$ cat config.mk
export PLATFORM = sky130hd
export DESIGN_NAME = cmms_index
export DESIGN_NICKNAME = d
export VERILOG_FILES = /design/src/hw/rtl/cmms_pkg.sv /design/src/hw/rtl/cmms_index.sv
export SDC_FILE = /design/constraint.sdc
export NUM_CORES = 1
export LEC_CHECK = 0
export CELL_PAD_IN_SITES_DETAIL_PLACEMENT = 1
export CELL_PAD_IN_SITES_GLOBAL_PLACEMENT = 2
export CORE_MARGIN = 3
export CORE_UTILIZATION = 46
export DETAILED_ROUTE_END_ITERATION = 8
export DONT_BUFFER_PORTS = 1
export MAX_ROUTING_LAYER = met4
export PLACE_DENSITY_LB_ADDON = 0.25
export SYNTH_ARGS = -nofsm -noshare
export SYNTH_HDL_FRONTEND = slang
export SYNTH_SLANG_ARGS = --single-unit
export TNS_END_PERCENT = 20
$ cat constraint.sdc
create_clock -name i_clk -period 8.1 [get_ports i_clk]
set_input_delay 1.215 -clock i_clk [delete_from_list [all_inputs] [get_ports i_clk]]
set_output_delay 1.215 -clock i_clk [all_outputs]
set_load 0.005 [all_outputs]
$ cat src/hw/rtl/cmms_pkg.sv
`default_nettype none
package cmms_pkg;

    localparam int MAX_DIM      = 128;
    localparam int MAX_CHANNELS = 4;
    localparam int MEAN_DEPTH   = 65536;

    localparam int DIM_W   = $clog2(MAX_DIM + 1);
    localparam int POS_W   = $clog2(MAX_DIM);
    localparam int CH_W    = (MAX_CHANNELS > 1) ? $clog2(MAX_CHANNELS) : 1;
    localparam int NCH_W   = $clog2(MAX_CHANNELS + 1);
    localparam int MADDR_W = $clog2(MEAN_DEPTH);
    localparam int ROWS_W  = CH_W + DIM_W;
    localparam int LIN_W   = ROWS_W + DIM_W;

    localparam int OP_W       = 2;
    localparam int ADDR_W     = 16;
    localparam int MEAN_W     = 17;
    localparam int PIX_W      = 8;
    localparam int OFF_W      = 7;
    localparam int VALUE_W    = 42;
    localparam int INDEX_W    = 16;
    localparam int CHANS_W    = 3;
    localparam int SIZE_W     = 8;
    localparam int SCALE_W    = 24;
    localparam int MODE_W     = 2;
    localparam int CFG_IDX_W  = 3;
    localparam int CFG_DATA_W = 24;

    localparam int FRAC_SHIFT = 8;
    localparam int DIFF_W     = PIX_W + FRAC_SHIFT + 2;
    localparam int PROD_W     = DIFF_W + SCALE_W + 1;

    localparam logic [OP_W-1:0] OP_LOAD  = 2'd0;
    localparam logic [OP_W-1:0] OP_START = 2'd1;
    localparam logic [OP_W-1:0] OP_PIXEL = 2'd2;

    localparam logic [MODE_W-1:0] MODE_CHAN = 2'd1;
    localparam logic [MODE_W-1:0] MODE_POS  = 2'd2;

    localparam logic [CFG_IDX_W-1:0] REG_CHANNELS    = 3'd0;
    localparam logic [CFG_IDX_W-1:0] REG_SRC_HEIGHT  = 3'd1;
    localparam logic [CFG_IDX_W-1:0] REG_SRC_WIDTH   = 3'd2;
    localparam logic [CFG_IDX_W-1:0] REG_CROP_SIDE   = 3'd3;
    localparam logic [CFG_IDX_W-1:0] REG_SCALE       = 3'd4;
    localparam logic [CFG_IDX_W-1:0] REG_MEAN_MODE   = 3'd5;
    localparam logic [CFG_IDX_W-1:0] REG_RANDOM_CROP = 3'd6;

    typedef enum logic [1:0] {
        SEL_NONE,
        SEL_CHAN,
        SEL_POS
    } t_mean_sel;

    typedef struct packed {
        logic [CHANS_W-1:0] channels;
        logic [SIZE_W-1:0]  src_height;
        logic [SIZE_W-1:0]  src_width;
        logic [SIZE_W-1:0]  crop_side;
        logic [SCALE_W-1:0] scale;
        logic [MODE_W-1:0]  mean_mode;
        logic               random_crop;
    } t_cfg;

    typedef struct packed {
        logic [NCH_W-1:0] nc;
        logic [DIM_W-1:0] h;
        logic [DIM_W-1:0] w;
        logic [DIM_W-1:0] ch;
        logic [DIM_W-1:0] cw;
        logic             crop_on;
    } t_geom;

    typedef struct packed {
        logic                     is_load;
        logic                     wr_ok;
        logic [MADDR_W-1:0]       addr;
        logic signed [MEAN_W-1:0] wdata;
        logic [PIX_W-1:0]         pixel;
        logic [CH_W-1:0]          chan;
        logic [POS_W-1:0]         row;
        logic [POS_W-1:0]         col;
        logic [POS_W-1:0]         oh;
        logic [POS_W-1:0]         ow;
        logic                     last;
        t_mean_sel                sel;
    } t_s1;

    typedef struct packed {
        logic                     is_load;
        logic                     mem_en;
        logic [MADDR_W-1:0]       mem_addr;
        logic signed [MEAN_W-1:0] wdata;
        logic [PIX_W-1:0]         pixel;
        logic [INDEX_W-1:0]       out_index;
        logic                     last;
    } t_s3;

    typedef struct packed {
        logic [PIX_W-1:0]   pixel;
        logic               use_mean;
        logic [INDEX_W-1:0] out_index;
        logic               last;
    } t_s4;

    function automatic t_geom cmms_geom(t_cfg cfg);
        t_geom g;
        int    s;
        if (cfg.channels == '0) begin
            g.nc = NCH_W'(1);
        end else if (int'(cfg.channels) > MAX_CHANNELS) begin
            g.nc = NCH_W'(MAX_CHANNELS);
        end else begin
            g.nc = NCH_W'(cfg.channels);
        end
        if (cfg.src_height == '0) begin
            g.h = DIM_W'(1);
        end else if (int'(cfg.src_height) > MAX_DIM) begin
            g.h = DIM_W'(MAX_DIM);
        end else begin
            g.h = DIM_W'(cfg.src_height);
        end
        if (cfg.src_width == '0) begin
            g.w = DIM_W'(1);
        end else if (int'(cfg.src_width) > MAX_DIM) begin
            g.w = DIM_W'(MAX_DIM);
        end else begin
            g.w = DIM_W'(cfg.src_width);
        end
        s = int'(cfg.crop_side);
        if (s > int'(g.h)) begin
            s = int'(g.h);
        end
        if (s > int'(g.w)) begin
            s = int'(g.w);
        end
        g.crop_on = (cfg.crop_side != '0);
        g.ch = g.crop_on ? DIM_W'(s) : g.h;
        g.cw = g.crop_on ? DIM_W'(s) : g.w;
        return g;
    endfunction

endpackage
`default_nettype wire

$ cat src/hw/rtl/cmms_index.sv
`default_nettype none
module cmms_index import cmms_pkg::*; (
    input  logic  i_clk,
    input  logic  i_rst_n,
    input  t_geom i_geom,
    input  logic  i_valid,
    input  t_s1   i_s1,
    input  logic  i_en_next,
    output logic  o_en,
    output logic  o_valid,
    output t_s3   o_s3
);

    typedef struct packed {
        logic                     is_load;
        logic                     wr_ok;
        logic [MADDR_W-1:0]       addr;
        logic signed [MEAN_W-1:0] wdata;
        logic [PIX_W-1:0]         pixel;
        logic [CH_W-1:0]          chan;
        logic [POS_W-1:0]         col;
        logic [POS_W-1:0]         ow;
        logic                     last;
        t_mean_sel                sel;
        logic [ROWS_W-1:0]        src_rows;
        logic [ROWS_W-1:0]        out_rows;
    } t_s2;

    logic             r_v2;
    logic             r_v3;
    t_s2              r_s2;
    t_s3              r_s3;
    t_s2              n_s2;
    t_s3              n_s3;
    logic             w_en2;
    logic             w_en3;
    logic [LIN_W-1:0] w_src_lin;
    logic [LIN_W-1:0] w_out_lin;

    assign w_en3   = !r_v3 || i_en_next;
    assign w_en2   = !r_v2 || w_en3;
    assign o_en    = w_en2;
    assign o_valid = r_v3;
    assign o_s3    = r_s3;

    always_comb begin
        n_s2.is_load  = i_s1.is_load;
        n_s2.wr_ok    = i_s1.wr_ok;
        n_s2.addr     = i_s1.addr;
        n_s2.wdata    = i_s1.wdata;
        n_s2.pixel    = i_s1.pixel;
        n_s2.chan     = i_s1.chan;
        n_s2.col      = i_s1.col;
        n_s2.ow       = i_s1.ow;
        n_s2.last     = i_s1.last;
        n_s2.sel      = i_s1.sel;
        n_s2.src_rows = ROWS_W'(i_s1.chan) * ROWS_W'(i_geom.h) + ROWS_W'(i_s1.row);
        n_s2.out_rows = ROWS_W'(i_s1.chan) * ROWS_W'(i_geom.ch) + ROWS_W'(i_s1.oh);
    end

    always_comb begin
        w_src_lin = LIN_W'(r_s2.src_rows) * LIN_W'(i_geom.w) + LIN_W'(r_s2.col);
        w_out_lin = LIN_W'(r_s2.out_rows) * LIN_W'(i_geom.cw) + LIN_W'(r_s2.ow);

        n_s3.is_load   = r_s2.is_load;
        n_s3.wdata     = r_s2.wdata;
        n_s3.pixel     = r_s2.pixel;
        n_s3.out_index = INDEX_W'(w_out_lin);
        n_s3.last      = r_s2.last;
        if (r_s2.is_load) begin
            n_s3.mem_en   = r_s2.wr_ok;
            n_s3.mem_addr = r_s2.addr;
        end else begin
            case (r_s2.sel)
                SEL_CHAN: begin
                    n_s3.mem_en   = 1'b1;
                    n_s3.mem_addr = MADDR_W'(r_s2.chan);
                end
                SEL_POS: begin
                    n_s3.mem_en   = (int'(w_src_lin) < MEAN_DEPTH);
                    n_s3.mem_addr = MADDR_W'(w_src_lin);
                end
                default: begin
                    n_s3.mem_en   = 1'b0;
                    n_s3.mem_addr = '0;
                end
            endcase
        end
    end

    always_ff @(posedge i_clk) begin
        if (!i_rst_n) begin
            r_v2 <= 1'b0;
            r_v3 <= 1'b0;
        end else begin
            if (w_en2) begin
                r_v2 <= i_valid;
            end
            if (w_en3) begin
                r_v3 <= r_v2;
            end
        end
    end

    always_ff @(posedge i_clk) begin
        if (w_en2) begin
            r_s2 <= n_s2;
        end
        if (w_en3) begin
            r_s3 <= n_s3;
        end
    end

endmodule
`default_nettype wire

**Yosys cells after proc, flatten, opt, wreduce, memory -nomap -nowiden**

Cells that the tools add are included.

- Register bits: 144
- Bits of input ports: 116
- Output and inout bits: 62
- Word-level logic and storage cells: 38

- $add $sub $neg: 4
- $mul: 4
- $lt $le $gt $ge: 1
- Equal/unequal tests: 2
- Mux-type cells: 2
- Reduce and logical (&&, ||, !) cells: 4

Operators by type and width:

| operator | number |
|---|---|
| 17-bit case mux with 2 select lines | 1 |
| 10-bit by 7-bit adder with 10-bit output | 2 |
| 2-bit by 8-bit multiplier with 10-bit output | 2 |
| 18-bit by 7-bit adder with 18-bit output | 1 |
| 18-bit by 17-bit less-than comparator with 1-bit output, second input constant | 1 |
| 10-bit by 8-bit multiplier with 18-bit output | 1 |
| 17-bit 2-to-1 mux | 1 |
| 16-bit by 7-bit adder with 16-bit output | 1 |
| 10-bit by 8-bit multiplier with 16-bit output | 1 |
| 2-bit by 1-bit equality test with 1-bit output, second input constant | 1 |
| 2-bit equality test, second input constant | 1 |
| 1-bit logical NOT | 2 |
| 1-bit logical OR | 2 |

**Logic depth before layout (Yosys ltp)**

- Depth in word-level cells: 5
- Depth in mapped cells: 19
- Depth with buffers taken out: 18

**Worst setup path after synthesis**

OpenSTA, ideal clock, no wires.

- Kind: input-to-reg
- Start point: input i_geom[18] (netlist bit)
- End point: register r_s3, in the netlist o_s3[58], data pin
- Library setup time: 0.267 ns
- Arrival time: 5.041 ns
- Required time: 7.833 ns
- Path slack: 2.792 ns
- Cell stages on the path: 17
- Path buffers: 1
- Path through: clkbuf_1 -> nand2_1 -> fa_1 -> inv_1 -> fa_1 -> inv_1 -> fa_1 -> fa_1 -> inv_1 -> ha_1 -> o21a_1 -> o31ai_2 -> a211o_1 -> nand2_1 -> a311o_1 -> xnor2_1 -> o31ai_1

RTL lines:

| item | RTL line | source |
|---|---|---|
| start: declaration | cmms_index.sv:5 | `input t_geom i_geom,` |
| end signal: assignment | cmms_index.sv:110 | `r_s3 <= n_s3;` |
| end: declaration | cmms_index.sv:32 | `t_s3 r_s3;` |

==> summary.txt <==
Clocking
  – CTS sink cnt: 144
  – Root Buffer: clkbuf_16
  – Total CTS buffers: 17
  – Cts hold-fix bufs: 0
  – H-tree depth: 4
  – Post-CTS Resized: 0
  – Clock tree buffer depth: 2
  – Clk pin slew, worst setup/hold paths: 0.07 ns
  – CTS tree: done
  – Post-CTS setup buffer count: 0
  – Worst skew pair latency: 0.42 ns

Synthesis
  – Post-Syn Nets: 1,309
  – Synth unique cells: 47
  – Most used DFF post-synth: edfxtp_1
  – Register area share after synthesis: 38.9%
  – Mapped cell area: 11,100 um^2
  – Yosys Warn Count: 0
  – Post-synth EDFFs: 142
  – FF+latch count, synth: 144
  – Avg Synthesized Cell Area: 11.4 um^2
  – Async S/R FF share, synth: 0%
  – Cells after Synth: 973

Layout
  – Final Instance Area: 12,100 um^2
  – Layout area overhead: 9.06%
  – Most frequent cells in the layout: 209 x inv_1, 142 x edfxtp_1, 123 x fa_1, 111 x nand2_1, 108 x and2_1
  – Layout cell share with drive strength beyond 1: 4.32%
  – Final non-filler cell total: 1,318
  – NumNets Final: 1,318
  – Utilization after layout: 51.2%
  – Filler cells: 2,495
  – Most common cell after layout, fill and taps aside: inv_1

Route
  – Initial drt markers: 290
  – # DRC: 0
  – First drt pass iteration count: 4
  – DR WL/cell: 17.8 um
  – Detailed Route WL: 23.4 mm
  – DR vias: 6,618
  – Post-route ant nets: 0
  – Vias per cell: 5.02

Pwr
  – P_leak: 5.64 nW
  – Worst vdd ir: 0.313 mV
  – Cell Pwr Density: 465 nW/um^2

Floorplan
  – Initial core utilization: 47.0%
  – Die Span X: 161 um
  – Core region area: 23,500 um^2
  – Die ar.: 25,900 um^2
  – Chip Height: 161 um
  – Row cnt: 56
  – # IOs: 178

Worst setup path
  – CP max stage cell: fa_1
  – Required @ worst endpoint: 8.25 ns
  – Worst Path Max Fanout: 10
  – FF-to-FF Start: r_s2[14]
  – R2r setup slk: 3.01 ns
  – Worst-path cell chain: and2_1 -> fa_1 -> fa_1 -> fa_1 -> inv_1 -> fa_1 -> inv_1 -> ha_1 -> and2_1 -> or2_1 -> a21oi_1 -> nand2_1 -> a311o_1 -> xnor2_1 -> o31ai_1
  – Crit Reg-Reg Endpoint: o_s3[58]
  – Worst path max stage delay: 0.57 ns
  – Most frequent CP cell: fa_1
  – Startpoint Class: input port
  – Worst Reg-to-Reg Cells: 15
  – CP Class: input port to flip-flop
  – WP data arrival: 5.40 ns
  – CP Capture Type: flip-flop

Timing
  – Post-route clock period utilization: 64.7%
  – RSZ-0062 raised after global routing: no
  – Setup TNS: 0 ns
  – Slew @ Worst Pin: 0.813 ns
  – Relative max-transition margin: 45.8%
  – Hold slack final: 0.419 ns
  – Final clock skew: 0.0120 ns
  – Setup violations, final: 0
  – Max Slew Vio Count: 0
  – Final Hold Vio Count: 0
  – Highest clock rate: 0.191 GHz
  – Tmin final: 5.24 ns

Global route
  – GR Overflow Total: 0
  – Initial antenna violation count: 4
  – First-pass GRT wire length: 37.8 mm
  – Total Routing Usage GR: 19.3%
  – Pin count of the biggest net entering global routing: 61
  – Vias in the first global route: 7,062

Place
  – GP Congestion: 0.800
  – Dpl hpwl: 18.6 mm
  – PortBufs: 0
  – Post-Place Cells: 1,282
  – Dpl cell area: 11,400 um^2

Hold path
  – Worst Hold Depth: 0
  – Hold path endpoint: o_s3[17]
  – Hold Startpoint: n_s3[17]
  – HP Class: flip-flop to flip-flop

Run
  – Maxcap violations: 0

Status
  – Status: complete, no violations
[per-stage QoR]
stage	power, mW	setup slack, ns
after floorplan	4.03	2.79
after global placement	4.72	2.46
after detailed placement	4.83	2.45
after CTS	5.71	2.88
after global routing	6.28	2.63
final	5.61	2.86
[registers in the layout, summed over array words and instances, names as in the netlist]
signal	cells
r_v2	1
n_s3	27
r_s2	55
o_s3	60
o_valid	1
[metal layers]
layer	up-vias	routed length, um	global-route usage, %
met5	-	0	-
met4	0	116	3.60
met3	8	1540	5.80
met2	159	11100	30.2
met1	3330	10600	25.6
li1	3121	-	-
[synthesized netlist by cell type, types with 4 or more instances]
cell / instances / area (um^2)
nor2b_1: 7 / 43.8
ha_1: 97 / 1210
edfxtp_1: 142 / 4260
clkbuf_1: 12 / 45.0
and2_1: 108 / 676
nor2_1: 12 / 45.0
xor2_1: 15 / 131
inv_1: 210 / 788
nand3_1: 4 / 20.0
o21ai_0: 9 / 45.0
a21oi_1: 25 / 125
o21a_1: 5 / 37.5
xnor2_1: 21 / 184
nand2_1: 112 / 420
fa_1: 123 / 2460
a21o_1: 11 / 82.6
o21ai_1: 14 / 70.1
o31ai_1: 5 / 37.5
[cell type report]
| cell class | count | area (um^2) | share of cell area [%] |
|---|---|---|---|
| tap | 319 | 399 | 3.31 |
| inverter | 210 | 788 | 6.54 |
| antenna | 4 | 10.0 | 0.0830 |
| sequential | 144 | 4300 | 35.7 |
| clock buffer | 17 | 425 | 3.53 |
| multi-input combinational | 607 | 5930 | 49.2 |
| timing repair buffer | 2 | 15.0 | 0.124 |
| clock inverter | 15 | 190 | 1.58 |
[critical path: cells and delay by family]
family	cells	cell delay (ns)
AO/OA/AOI/OAI	3	0.64
AND/OR/NAND/NOR	4	0.69
adder cells (fa/ha/maj)	5	2.48
buffers and inverters	2	0.11
XOR/XNOR	1	0.26
[cell families after synthesis]
family                     Yosys count  share of synthesized area [%]
AOI/OAI and AO/OA                   91                           5.51
and+or+nand+nor                    260                           11.9
buffers and inverters              222                           7.53
DFF                                144                           38.9
xor gates and xnor gates            36                           2.85
adders and majority gates          220                           33.2
[report_power, final]
part	leakage, nW	internal (mW)	switching, mW
Clock	0.293	0.471	0.357
Combinational	3.82	1.57	2.03
Sequential	1.53	1.07	0.115
[how the worst max path moves through the flow]
stage | start | to | slack [ns] | cells past startpoint
after floorplan | i_geom[18] | o_s3[58] | 2.79 | 17
after global placement | i_geom[24] | o_s3[58] | 2.46 | 15
after detailed placement | i_geom[24] | o_s3[58] | 2.45 | 15
after global routing | i_geom[24] | o_s3[58] | 2.63 | 15
final | i_geom[24] | o_s3[58] | 2.86 | 15
after CTS | i_geom[24] | o_s3[58] | 2.88 | 15
Note: power is estimated with default switching activity, not from simulation.
