### src/hw/rtl/cmms_pkg.sv
`default_nettype none
package cmms_pkg;

    localparam int MAX_DIM      = 128;
    localparam int MAX_CHANNELS = 4;
    localparam int MEAN_DEPTH   = 65536;

    localparam int DIM_W   = $clog2(MAX_DIM + 1);
    localparam int POS_W   = $clog2(MAX_DIM);
    localparam int CH_W    = (MAX_CHANNELS > 1) ? $clog2(MAX_CHANNELS) : 1;
    localparam int NCH_W   = $clog2(MAX_CHANNELS + 1);
    localparam int MADDR_W = $clog2(MEAN_DEPTH);
    localparam int ROWS_W  = CH_W + DIM_W;
    localparam int LIN_W   = ROWS_W + DIM_W;

    localparam int OP_W       = 2;
    localparam int ADDR_W     = 16;
    localparam int MEAN_W     = 17;
    localparam int PIX_W      = 8;
    localparam int OFF_W      = 7;
    localparam int VALUE_W    = 42;
    localparam int INDEX_W    = 16;
    localparam int CHANS_W    = 3;
    localparam int SIZE_W     = 8;
    localparam int SCALE_W    = 24;
    localparam int MODE_W     = 2;
    localparam int CFG_IDX_W  = 3;
    localparam int CFG_DATA_W = 24;

    localparam int FRAC_SHIFT = 8;
    localparam int DIFF_W     = PIX_W + FRAC_SHIFT + 2;
    localparam int PROD_W     = DIFF_W + SCALE_W + 1;

    localparam logic [OP_W-1:0] OP_LOAD  = 2'd0;
    localparam logic [OP_W-1:0] OP_START = 2'd1;
    localparam logic [OP_W-1:0] OP_PIXEL = 2'd2;

    localparam logic [MODE_W-1:0] MODE_CHAN = 2'd1;
    localparam logic [MODE_W-1:0] MODE_POS  = 2'd2;

    localparam logic [CFG_IDX_W-1:0] REG_CHANNELS    = 3'd0;
    localparam logic [CFG_IDX_W-1:0] REG_SRC_HEIGHT  = 3'd1;
    localparam logic [CFG_IDX_W-1:0] REG_SRC_WIDTH   = 3'd2;
    localparam logic [CFG_IDX_W-1:0] REG_CROP_SIDE   = 3'd3;
    localparam logic [CFG_IDX_W-1:0] REG_SCALE       = 3'd4;
    localparam logic [CFG_IDX_W-1:0] REG_MEAN_MODE   = 3'd5;
    localparam logic [CFG_IDX_W-1:0] REG_RANDOM_CROP = 3'd6;

    typedef enum logic [1:0] {
        SEL_NONE,
        SEL_CHAN,
        SEL_POS
    } t_mean_sel;

    typedef struct packed {
        logic [CHANS_W-1:0] channels;
        logic [SIZE_W-1:0]  src_height;
        logic [SIZE_W-1:0]  src_width;
        logic [SIZE_W-1:0]  crop_side;
        logic [SCALE_W-1:0] scale;
        logic [MODE_W-1:0]  mean_mode;
        logic               random_crop;
    } t_cfg;

    typedef struct packed {
        logic [NCH_W-1:0] nc;
        logic [DIM_W-1:0] h;
        logic [DIM_W-1:0] w;
        logic [DIM_W-1:0] ch;
        logic [DIM_W-1:0] cw;
        logic             crop_on;
    } t_geom;

    typedef struct packed {
        logic                     is_load;
        logic                     wr_ok;
        logic [MADDR_W-1:0]       addr;
        logic signed [MEAN_W-1:0] wdata;
        logic [PIX_W-1:0]         pixel;
        logic [CH_W-1:0]          chan;
        logic [POS_W-1:0]         row;
        logic [POS_W-1:0]         col;
        logic [POS_W-1:0]         oh;
        logic [POS_W-1:0]         ow;
        logic                     last;
        t_mean_sel                sel;
    } t_s1;

    typedef struct packed {
        logic                     is_load;
        logic                     mem_en;
        logic [MADDR_W-1:0]       mem_addr;
        logic signed [MEAN_W-1:0] wdata;
        logic [PIX_W-1:0]         pixel;
        logic [INDEX_W-1:0]       out_index;
        logic                     last;
    } t_s3;

    typedef struct packed {
        logic [PIX_W-1:0]   pixel;
        logic               use_mean;
        logic [INDEX_W-1:0] out_index;
        logic               last;
    } t_s4;

    function automatic t_geom cmms_geom(t_cfg cfg);
        t_geom g;
        int    s;
        if (cfg.channels == '0) begin
            g.nc = NCH_W'(1);
        end else if (int'(cfg.channels) > MAX_CHANNELS) begin
            g.nc = NCH_W'(MAX_CHANNELS);
        end else begin
            g.nc = NCH_W'(cfg.channels);
        end
        if (cfg.src_height == '0) begin
            g.h = DIM_W'(1);
        end else if (int'(cfg.src_height) > MAX_DIM) begin
            g.h = DIM_W'(MAX_DIM);
        end else begin
            g.h = DIM_W'(cfg.src_height);
        end
        if (cfg.src_width == '0) begin
            g.w = DIM_W'(1);
        end else if (int'(cfg.src_width) > MAX_DIM) begin
            g.w = DIM_W'(MAX_DIM);
        end else begin
            g.w = DIM_W'(cfg.src_width);
        end
        s = int'(cfg.crop_side);
        if (s > int'(g.h)) begin
            s = int'(g.h);
        end
        if (s > int'(g.w)) begin
            s = int'(g.w);
        end
        g.crop_on = (cfg.crop_side != '0);
        g.ch = g.crop_on ? DIM_W'(s) : g.h;
        g.cw = g.crop_on ? DIM_W'(s) : g.w;
        return g;
    endfunction

endpackage
`default_nettype wire

### src/hw/rtl/cmms_scale.sv
`default_nettype none
module cmms_scale import cmms_pkg::*; (
    input  logic                      i_clk,
    input  logic                      i_rst_n,
    input  logic [SCALE_W-1:0]        i_scale,
    input  logic                      i_valid,
    input  t_s4                       i_s4,
    input  logic signed [MEAN_W-1:0]  i_mean,
    input  logic                      i_ready,
    output logic                      o_en,
    output logic                      o_valid,
    output logic signed [VALUE_W-1:0] o_value,
    output logic [INDEX_W-1:0]        o_index,
    output logic                      o_last
);

    localparam logic signed [PROD_W-1:0] ROUND_HALF = PROD_W'(1) << (FRAC_SHIFT - 1);

    logic                      r_v5;
    logic                      r_v6;
    logic signed [PROD_W-1:0]  r_prod;
    logic [INDEX_W-1:0]        r_index5;
    logic                      r_last5;
    logic signed [VALUE_W-1:0] r_value;
    logic [INDEX_W-1:0]        r_index;
    logic                      r_last;

    logic                      w_en5;
    logic                      w_en6;
    logic signed [DIFF_W-1:0]  w_pix_q8;
    logic signed [DIFF_W-1:0]  w_mean_ext;
    logic signed [DIFF_W-1:0]  w_diff;
    logic signed [SCALE_W:0]   w_scale_s;
    logic signed [PROD_W-1:0]  w_prod;
    logic signed [PROD_W-1:0]  w_round;

    assign w_en6   = !r_v6 || i_ready;
    assign w_en5   = !r_v5 || w_en6;
    assign o_en    = w_en5;
    assign o_valid = r_v6;
    assign o_value = r_value;
    assign o_index = r_index;
    assign o_last  = r_last;

    always_comb begin
        w_pix_q8   = $signed({{(DIFF_W-PIX_W-FRAC_SHIFT){1'b0}}, i_s4.pixel,
                              {FRAC_SHIFT{1'b0}}});
        w_mean_ext = i_s4.use_mean ? DIFF_W'(i_mean) : '0;
        w_diff     = w_pix_q8 - w_mean_ext;
        w_scale_s  = $signed({1'b0, i_scale});
        w_prod     = PROD_W'(w_diff) * PROD_W'(w_scale_s);
        w_round    = r_prod + ROUND_HALF;
    end

    always_ff @(posedge i_clk) begin
        if (!i_rst_n) begin
            r_v5 <= 1'b0;
            r_v6 <= 1'b0;
        end else begin
            if (w_en5) begin
                r_v5 <= i_valid;
            end
            if (w_en6) begin
                r_v6 <= r_v5;
            end
        end
    end

    always_ff @(posedge i_clk) begin
        if (w_en5) begin
            r_prod   <= w_prod;
            r_index5 <= i_s4.out_index;
            r_last5  <= i_s4.last;
        end
        if (w_en6) begin
            r_value <= VALUE_W'(w_round >>> FRAC_SHIFT);
            r_index <= r_index5;
            r_last  <= r_last5;
        end
    end

endmodule
`default_nettype wire

### config.mk
export PLATFORM = sky130hd
export DESIGN_NAME = cmms_scale
export DESIGN_NICKNAME = d
export VERILOG_FILES = /design/src/hw/rtl/cmms_pkg.sv /design/src/hw/rtl/cmms_scale.sv
export SDC_FILE = /design/constraint.sdc
export NUM_CORES = 1
export LEC_CHECK = 0
export ABC_AREA = 1
export ABC_CLOCK_PERIOD_IN_PS = 11400
export BUFFER_PORTS_ARGS = -buffer_cell sky130_fd_sc_hd__buf_2
export CAP_MARGIN = 20
export CELL_PAD_IN_SITES_DETAIL_PLACEMENT = 2
export CELL_PAD_IN_SITES_GLOBAL_PLACEMENT = 2
export CORE_MARGIN = 2
export CORE_UTILIZATION = 35
export CTS_CLUSTER_SIZE = 12
export DETAILED_ROUTE_END_ITERATION = 6
export GPL_ROUTABILITY_DRIVEN = 0
export PLACE_DENSITY = 0.82
export RECOVER_POWER = 50
export REMOVE_ABC_BUFFERS = 1
export SLEW_MARGIN = 20
export SYNTH_ARGS = -nofsm -noshare
export SYNTH_HDL_FRONTEND = slang
export SYNTH_SLANG_ARGS = --single-unit
### constraint.sdc
create_clock -name i_clk -period 11.4 [get_ports i_clk]
set_clock_uncertainty 0.15 [all_clocks]
set_input_delay 3.42 -clock i_clk [delete_from_list [all_inputs] [get_ports i_clk]]
set_output_delay 3.42 -clock i_clk [all_outputs]
set_load 0.005 [all_outputs]
==> Yosys cells after proc, flatten, opt, wreduce, memory -nomap -nowiden <==
Cells that the tools add are included.
{ "totals": {"mem_bits_ro": 0, "n_memories": 0, "ramBits": 0, "latch_bits": 0, "elab_cells": 16, "out_inout_bits": 61, "reg_bits": 114} }
{ "classes": {"n_bitwise": 0, "add_sub_neg": 2, "n_reduce_logical": 4, "eq_ne": 0, "div": 0, "muxes": 1, "order_cmp": 0, "multipliers": 1, "shift": 0} }
{ "ops": {"columns": ["operator", "n"], "rows": [
  ["$add A43 B9 Y43 const B", 1],
  ["$mul A18 B25 Y43", 1],
  ["$mux W18", 1],
  ["$sub A17 B18 Y18", 1],
  ["$logic_not A1 Y1", 2],
  ["$logic_or A1 B1 Y1", 2]
]} }

==> Depth between registers and ports, before layout <==
Gate-level depths: netlist of run 1.
{ "logic_depth": {"depth_word": 3, "mapped_depth": 37, "mapped_depth_nobuf": 35} }

==> Worst setup path before layout of run 1 <==
No wires, ideal clock.
{ "synth_path": {"kind": "input -> register", "from": "input i_s4[17] (netlist bit)", "to": "register r_prod[40], data pin", "path_stages": 32, "required_ns": 10.985, "path_buffers": 3, "arrival_time_ns": 9.517, "path_slack_ns": 1.468, "setup_ns": 0.265, "path_cell_list": "buf_6 buf_8 nand2_1 ha_1 a21oi_1 nor2_1 a211oi_1 nand2_1 or2_2 nand2_1 buf_2 nor2_1 fa_1 inv_1 fa_1 inv_1 fa_1 fa_1 fa_1 inv_1 fa_1 inv_1 ha_1 a21oi_1 inv_1 a31oi_1 o21ai_0 a21oi_1 nand2_1 nand2_1 o211ai_1 xor2_1"} }
{ "synth_between": {"elab_chain_cells": 3} }
{ "synth_lines": {"columns": ["element", "line_no", "text"], "rows": [
  ["start, declared", "cmms_scale.sv:7", "input t_s4 i_s4,"],
  ["$mux W18", "cmms_scale.sv:48", "w_mean_ext = i_s4.use_mean ? DIFF_W'(i_mean) : '0;"],
  ["$sub A17 B18 Y18", "cmms_scale.sv:49", "w_diff = w_pix_q8 - w_mean_ext;"],
  ["$mul A18 B25 Y43", "cmms_scale.sv:51", "w_prod = PROD_W'(w_diff) * PROD_W'(w_scale_s);"],
  ["net w_prod[40]", "cmms_scale.sv:34", "logic signed [PROD_W-1:0] w_prod;"],
  ["end signal, assigned", "cmms_scale.sv:71", "r_prod <= w_prod;"],
  ["end, declared", "cmms_scale.sv:21", "logic signed [PROD_W-1:0] r_prod;"]
]} }
The timed path passes the listed nets, and every way through them passes these cells.
A chain may end at the register's enable or synchronous reset.

==> Final worst setup path of run 1 <==
{ "layout_path": {"from": "input i_s4[17] (netlist bit)", "to": "register r_prod[42], data pin"} }
Same word-level chain as after synthesis.

==> results by group, run 1 <==
CTS
  • CTS buffer count: 9
  • CTS max path bufs: 2
  • Clock root cell: clkbuf_16
  • CTS resizes: 0
  • CTS tree: yes
  • Clk_lat worst skew: 0.35 ns
  • Post-CTS Setup Inserts: 0
  • H-Tree Depth: 3
  • # clock sinks: 107
  • CTS clk-pin slew, worst paths: 0.07 ns
  • CTS Hold Buffers Added: 0

Global route
  • Number of global-route vias before repair: 18.39k
  • Initial antenna violation count: 0
  • Total track usage: 24.36%
  • First-pass GRT wire length: 105200 um
  • Total gr overflow: 0
  • Largest net degree at the start of global routing: 56

Setup path
  • CP Max Fanout: 17
  • CP Launch Type: primary input
  • CP max stage delay: 0.53 ns
  • Required time worst endpoint: 11.35 ns
  • CP endpoint kind: flop
  • Crit Path Class: primary input to flop
  • Critical path arrival: 10.94 ns
  • CP max stage cell: fa_1
  • CP most frequent cell: fa_1

Die
  • Core area: 53810 um^2
  • Die height: 237.4 um
  • I/O pins: 132
  • Initial Util: 35.44%
  • Die X: 237.4 um
  • Die area: 56380 um^2
  • Row count: 85

Placement
  • # port buffers: 131
  • Setup WS pre-CTS: 0.03064 ns
  • Hpwl dp: 59050 um
  • Post-Place Cells: 3004

Layout
  • Final cell count without fillers: 3020
  • Most common cell after layout, fill and taps aside: inv_1
  • Final #Nets: 2891
  • Area Growth Syn to Fin: 8.778%
  • Most frequent cells in the layout: 539 x inv_1, 489 x nand2_1, 351 x fa_1
  • Share of post-route cells with drive strength above 1: 8.348%
  • # diodes: 0

Synth
  • YS warnings: 0
  • Cells after Synth: 2217
  • Seq/Total Area, Yosys: 16.74%
  • Distinct cells, synth: 45
  • Avg Inst Size Synth: 8.603 um^2
  • Most common flop cell mapped by yosys: edfxtp_1
  • Flops & latches, synth: 107
  • EDFF count, synth: 105
  • Post-Syn Area: 19070 um^2
  • Async set-reset flop share out of synthesis: 0%

Detailed routing
  • Via Count: 15.31k
  • Drt drc: 0
  • DR WL/cell: 22.27 um
  • Final ANT Viol Nets: 0
  • Final wirelength: 67260 um
  • DRT Pass-1 Iters: 5
  • Initial DRC Count: 712
  • Vias per cell: 5.069

STA
  • RSZ-0062 raised after global routing: false
  • Final min period: 10.99 ns
  • Total negative setup slack: 0 ns
  • Max_slew headroom: -97.45%
  • Setup Viol. Count Final: 0
  • Setup WS post-layout: 0.4128 ns
  • Max Slew Vio Count: 110
  • Worst-margin pin slew: 2.962 ns
  • Max Freq: 91.02 MHz
  • Final hold vios: 0
  • Post-route clock period utilization: 96.38%

Flow run
  • Max Cap Viol: 2

Hold path
  • Hold crit path type: flop to flop

Run status
  • Status: complete, but fails checks
  • Failing checks: capacitance limit, slew limit
critical path, delay by kind of cell:
family,cells,cell delay (ns)
AO/OA/AOI/OAI,9,1.92
adder cells (fa/ha/maj),8,3.71
buffers and inverters,5,0.62
AND/OR/NAND/NOR,7,1.27
cells by family after synthesis:
logic type	synth area share, %
adder cells (fa/ha/maj)	46.68
XOR/XNOR	3.129
AND/OR/NAND/NOR	17.17
buffers and inverters	12.60
AO/OA/AOI/OAI	3.680
flip-flops	16.74
stage by stage:
stage	hold slack (ns)	instance area (um^2)	utilization [%]
detailed placement	0.2565	20490	38.08
finish	0.2713	20750	38.55
global placement	0.2511	20490	38.08
global route	0.2746	20750	38.55
floorplan	0.2503	18730	-
CTS	0.2726	20800	38.65
state kept, by name (all words and copies together), names as in the netlist:
| name | count |
|---|---|
| o_last | 1 |
| r_index5 | 16 |
| r_last5 | 1 |
| o_valid | 1 |
| r_v5 | 1 |
| o_index | 16 |
| r_prod | 36 |
| o_value | 35 |
worst paths after layout:
check	start	endpoint	slack [ns]	depth (start not counted)
worst max-delay path	i_s4[17]	r_prod[42]	0.41	29
worst min-delay path	r_index5[5]	o_index[5]	0.27	0
worst max register to register	r_prod[7]	o_value[31]	8.21	13
worst min register to register	r_index5[5]	o_index[5]	0.27	0
cell type report:
class | instances | area (um^2)
multi-input combinational | 1495 | 13440
tap | 696 | 870.8
fill | 6098 | 33070
clock buffer | 12 | 256.5
timing repair buffer | 156 | 872.1
sequential | 107 | 3193
inverter | 550 | 2064
clock inverter | 4 | 50.05
layer usage:
metal	vias up	GRT usage, %	part of all wire (%)
met5	-	0	0
met4	0	7.814	3.1
met3	107	1.777	3.4
met2	366	46.73	53
met1	8085	28.69	41
li1	6750	-	-
cells in the mapped netlist, drive strengths merged (2+ instances only):
master	number	share of area, %
o21a	3	0.12
xor2	48	2.3
inv	547	11
nor4	7	0.39
buf	22	0.92
a21o	8	0.31
o211ai	2	0.079
nand2	499	10
nor3	27	0.73
and3	2	0.066
dfxtp	2	0.21
a21boi	7	0.28
nand4	4	0.13
or2	5	0.16
clkinv	3	0.059
o21bai	9	0.35
ha	150	9.8
nand3	43	1.2
nor2	222	4.5
fa	351	37
xnor2	18	0.83
a31oi	8	0.26
o21ai	32	0.90
edfxtp	105	17
clkbuf	43	0.85
a21oi	43	1.1
a211oi	5	0.20
Power of run 1 is left out: the tool's default activity adds up to more than one toggle a clock period on the data nets, which glitch-free logic cannot reach.
==> run 2, diff against run 1 <==
Settings changed: GPL_TIMING_DRIVEN from default to 0, PLACE_DENSITY 0.82 to 0.77.
==> results by group, run 2 (same netlist as run 1, synthesis figures left out) <==
Global route
  • First-pass GRT wire length: 103300 um (-1.8%)
  • Largest net degree at the start of global routing: 54 (-3.6%)
  • Total gr overflow: 0 (unchanged)
  • Total track usage: 24.06% (-0.30 points)
  • Initial antenna violation count: 0 (unchanged)
  • Number of global-route vias before repair: 18.06k (-1.8%)

Layout
  • Reg with most FFs: r_prod
  • Number of flip-flops in the largest register: 36 (unchanged)
  • Final #Nets: 2880 (-0.38%)
  • # diodes: 0 (unchanged)
  • Area Growth Syn to Fin: 8.594%
  • Fin util: 38.49% (-0.065 points)
  • Share of post-route cells with drive strength above 1: 8.301% (-0.047 points)
  • Most frequent cells in the layout: 531 x inv_1, 487 x nand2_1, 351 x fa_1
  • Most common cell after layout, fill and taps aside: inv_1

Setup path
  • CP Launch Type: primary input
  • Critical path arrival: 11.01 ns (+0.07 ns)
  • Crit Path Class: primary input to flop
  • CP endpoint kind: flop
  • CP Max Fanout: 22 (+5)
  • CP max stage delay: 0.62 ns (+0.09 ns)
  • CP max stage cell: fa_1
  • Required time worst endpoint: 11.34 ns (about the same)
  • CP most frequent cell: nand2_1

Die
  • Initial Util: 35.44% (unchanged)
  • I/O pins: 132 (unchanged)
  • Row count: 85 (unchanged)
  • Die X: 237.4 um (unchanged)
  • Core area: 53810 um^2 (unchanged)
  • Die area: 56380 um^2 (unchanged)
  • Die height: 237.4 um (unchanged)

STA
  • Setup WS post-layout: 0.3234 ns (-0.08943 ns)
  • Setup Viol. Count Final: 0 (unchanged)
  • Max_slew headroom: -76.78% (+21 points)
  • Max Freq: 90.28 MHz (-0.81%)
  • Post-route clock period utilization: 97.16% (+0.78 points)
  • Worst-margin pin slew: 2.652 ns (-0.3099 ns)
  • RSZ-0062 raised after global routing: true
  • Final hold vios: 0 (unchanged)
  • Total negative setup slack: 0 ns (unchanged)
  • Max Slew Vio Count: 105 (-4.5%)
  • Final min period: 11.08 ns (+0.08943 ns)

CTS
  • CTS tree: yes
  • # clock sinks: 107 (unchanged)
  • CTS buffer count: 9 (unchanged)
  • CTS Hold Buffers Added: 0 (unchanged)
  • Clk_lat worst skew: 0.36 ns (about the same)
  • CTS max path bufs: 2 (unchanged)
  • Clock root cell: clkbuf_16
  • CTS clk-pin slew, worst paths: 0.07 ns (about the same)
  • H-Tree Depth: 3 (unchanged)

Placement
  • # port buffers: 131 (unchanged)
  • Hpwl dp: 53720 um (-9.0%)
  • Setup WS pre-CTS: -0.8340 ns (-0.8646 ns)

Detailed routing
  • DRT Pass-1 Iters: 4 (-1)
  • Final wirelength: 65930 um (-2.0%)
  • Drt drc: 0 (unchanged)
  • Final ANT Viol Nets: 0 (unchanged)
  • Via Count: 15.12k (-1.2%)
  • Vias per cell: 5.024 (-0.89%)
  • Initial DRC Count: 629 (-12%)
  • DR WL/cell: 21.91 um (-1.6%)

Run status
  • Failing checks: capacitance limit, slew limit
  • Status: complete, but fails checks

Hold path
  • Hold crit path type: flop to flop

Flow run
  • Max Cap Viol: 2 (unchanged)
run 2: final cells by class:
class / instances / area, um^2
repair buffers: 143 / 775.7
fillers: 6100 / 33100
inverters: 550 / 2103
multi-input cells: 1495 / 13460
well taps: 696 / 870.8
clock inverters: 6 / 65.06
flip-flops and latches: 107 / 3193
repair inverters: 2 / 12.51
clock buffers: 10 / 229.0
run 2: path summary, 6_finish.rpt:
check | start | to | slack, ns | cells after the start
worst min register to register | r_index5[9] | o_index[9] | 0.28 | 0
worst max register to register | r_prod[8] | o_value[31] | 8.10 | 13
worst max-delay path | i_s4[17] | r_prod[40] | 0.32 | 33
worst min-delay path | r_index5[9] | o_index[9] | 0.28 | 0
run 2: critical path, delay by kind of cell:
kind / cells / cell delay (ns)
simple gates: 11 / 1.46
xor+xnor: 1 / 0.19
fa+ha+maj: 8 / 3.87
buf+inv: 8 / 1.17
compound gates: 5 / 0.86
run 2: per-layer routing:
| layer | share of wire, % | up-vias | track usage [%] |
|---|---|---|---|
| met5 | 0 | - | 0 |
| met4 | 3.2 | 0 | 7.566 |
| met3 | 4.2 | 94 | 2.497 |
| met2 | 51 | 381 | 44.97 |
| met1 | 41 | 7907 | 28.90 |
| li1 | - | 6735 | - |
run 2: timing repair:
item                                    4_1_cts  5_1_grt
buffers inserted                              4        7
endpoints found under the setup margin       26       22
endpoints found under the hold margin         0        0
gates resized for setup                      10       10
gates cloned                                  1        1
run 2: metrics by stage:
step                      hold slack [ns]  cells  instance area [um^2]
after floorplan                    0.2503   2152                 18730
after global placement             0.2504   2979                 20260
after detailed placement           0.2566   2980                 20310
after CTS                          0.2740   3001                 20680
after global routing               0.2830   3009                 20710
final                              0.2752   3009                 20710
Power of run 2 is left out for the same reason.
==> run 3, diff against run 2 <==
==> constraint.sdc (replaced) <==
create_clock -name i_clk -period 11.4 [get_ports i_clk]
set_clock_uncertainty 0.15 [all_clocks]
set_input_delay 2.28 -clock i_clk [delete_from_list [all_inputs] [get_ports i_clk]]
set_output_delay 2.28 -clock i_clk [all_outputs]
set_load 0.005 [all_outputs]
==> results by group, run 3 (same netlist as run 1, synthesis figures left out) <==
CTS
  • # clock sinks: 107 (unchanged)
  • CTS resizes: 0 (-10)
  • Clk_lat worst skew: 0.36 ns (about the same)
  • Clock root cell: clkbuf_16
  • CTS Hold Buffers Added: 0 (unchanged)
  • Post-CTS Setup Inserts: 0 (-4)
  • CTS clk-pin slew, worst paths: 0.07 ns (about the same)
  • H-Tree Depth: 3 (unchanged)
  • CTS tree: yes
  • CTS max path bufs: 2 (unchanged)
  • CTS buffer count: 9 (unchanged)

Layout
  • Area Growth Syn to Fin: 7.551%
  • Most frequent cells in the layout: 539 x inv_1, 490 x nand2_1, 351 x fa_1
  • Reg with most FFs: r_prod
  • Final Cell Area: 20510 um^2 (-0.96%)
  • # diodes: 0 (unchanged)
  • Number of flip-flops in the largest register: 36 (unchanged)
  • FF/Latch Area: 3193 um^2 (unchanged)
  • Share of post-route cells with drive strength above 1: 7.304% (-1.0 points)
  • Final #Nets: 2867 (-0.45%)
  • Most common cell after layout, fill and taps aside: inv_1
  • Multi-input logic area: 13430 um^2 (-0.21%)
  • FILL cells: 6119 (+0.31%)

Die
  • Core area: 53810 um^2 (unchanged)
  • Die height: 237.4 um (unchanged)
  • Die area: 56380 um^2 (unchanged)
  • I/O pins: 132 (unchanged)
  • Row count: 85 (unchanged)
  • Initial Util: 35.44% (unchanged)
  • Die X: 237.4 um (unchanged)

Setup path
  • CP max stage cell: inv_1
  • CP most frequent cell: nand2_1
  • Critical path arrival: 10.79 ns (-0.22 ns)
  • Required time worst endpoint: 11.35 ns (about the same)
  • CP endpoint kind: flop
  • Crit Path Class: primary input to flop
  • CP Launch Type: primary input
  • R2R Setup Slk: 8.12 ns (+0.02 ns)
  • FF-to-FF Start: r_prod[8]
  • CP Max Fanout: 21 (-4.5%)
  • FF-to-FF path depth: 13 (unchanged)
  • CP max stage delay: 0.80 ns (+0.18 ns)
  • Reg2reg end: o_value[31]

Global route
  • Largest net degree at the start of global routing: 54 (unchanged)
  • M1 GR Usage: 28.99% (+0.090 points)
  • Initial antenna violation count: 1 (+1)
  • Total gr overflow: 0 (unchanged)
  • Met2 usage: 44.86% (-0.12 points)
  • Total track usage: 23.95% (-0.11 points)
  • Number of global-route vias before repair: 18.04k (-0.14%)
  • Met3 Use GR: 2.218% (-0.28 points)
  • First-pass GRT wire length: 103000 um (-0.32%)
  • Most crowded layer after global routing: met2

Detailed routing
  • Final wirelength: 65450 um (-0.74%)
  • Initial DRC Count: 617 (-1.9%)
  • Final ANT Viol Nets: 0 (unchanged)
  • Via Count: 15.11k (-0.026%)
  • DRT Pass-1 Iters: 5 (+1)
  • DR WL/cell: 21.85 um (-0.30%)
  • Vias per cell: 5.044 (+0.41%)
  • Drt drc: 0 (unchanged)

STA
  • Post-route clock period utilization: 95.05% (-2.1 points)
  • Final min period: 10.84 ns (-0.2405 ns)
  • Max Slew Vio Count: 105 (unchanged)
  • Total negative setup slack: 0 ns (unchanged)
  • Setup Viol. Count Final: 0 (unchanged)
  • Max Freq: 92.28 MHz (+2.2%)
  • Final hold vios: 0 (unchanged)
  • Max_slew headroom: -76.75% (about the same)
  • Worst-margin pin slew: 2.651 ns (-0.0004703 ns)
  • RSZ-0062 raised after global routing: false

Hold path
  • Hold crit path type: flop to flop
  • Hold endpoint: o_index[9]
  • Hold path start: r_index5[9]
  • Hold depth: 0 (unchanged)

Placement
  • # port buffers: 131 (unchanged)
  • Dpl cell area: 20310 um^2 (unchanged)
  • Hpwl dp: 53720 um (unchanged)

Flow run
  • Max Cap Viol: 2 (unchanged)

Run status
  • Status: complete, but fails checks
  • Failing checks: capacitance limit, slew limit
-- run 3: cell types whose count changed in the layout (fill, tap and decap cells not counted), sizes merged --
cell      delta
buf         -11
inv          +9
clkinvlp    -11
-- run 3: stage by stage --
step / setup WS [ns] / utilization, % / hold slack, ns / std cells
after floorplan: 2.875 / - / 0.2503 / 2152
after global placement: 0.5197 / 37.65 / 0.2504 / 2979
after detailed placement: 0.3060 / 37.74 / 0.2566 / 2980
after CTS: 0.6731 / 38.28 / 0.2740 / 2996
after global routing: 0.1349 / 38.12 / 0.2830 / 2996
final: 0.5639 / 38.12 / 0.2752 / 2996
-- run 3: worst max-delay path by stage --
stage	from	end	slack (ns)
final	i_s4[17]	r_prod[35]	0.56
after global routing	i_s4[17]	r_prod[35]	0.13
after CTS	i_s4[17]	r_prod[35]	0.67
after detailed placement	i_s4[17]	r_prod[40]	0.31
after global placement	i_s4[17]	r_prod[39]	0.52
after floorplan	i_mean[9]	r_prod[40]	2.88
-- run 3: critical path, delay by kind of cell --
| kind | cells | cell delay [ns] |
|---|---|---|
| adders and majority gates | 7 | 3.54 |
| buffers and inverters | 6 | 2.00 |
| and+or+nand+nor | 12 | 1.98 |
| AOI/OAI and AO/OA | 5 | 0.94 |
-- run 3: layer usage --
| layer | wire length [um] | part of all wire, % |
|---|---|---|
| met5 | 9 | 0.014 |
| met4 | 2014 | 3.1 |
| met3 | 2602 | 4.0 |
| met2 | 33710 | 52 |
| met1 | 27110 | 41 |
-- run 3: cell type report --
cell class	count	area share, %
sequential	107	15.57
inverter	550	10.06
tap	696	4.245
clock buffer	10	1.116
clock inverter	6	0.3172
multi-input combinational	1495	65.49
timing repair buffer	132	3.196
Power of run 3 is left out for the same reason.
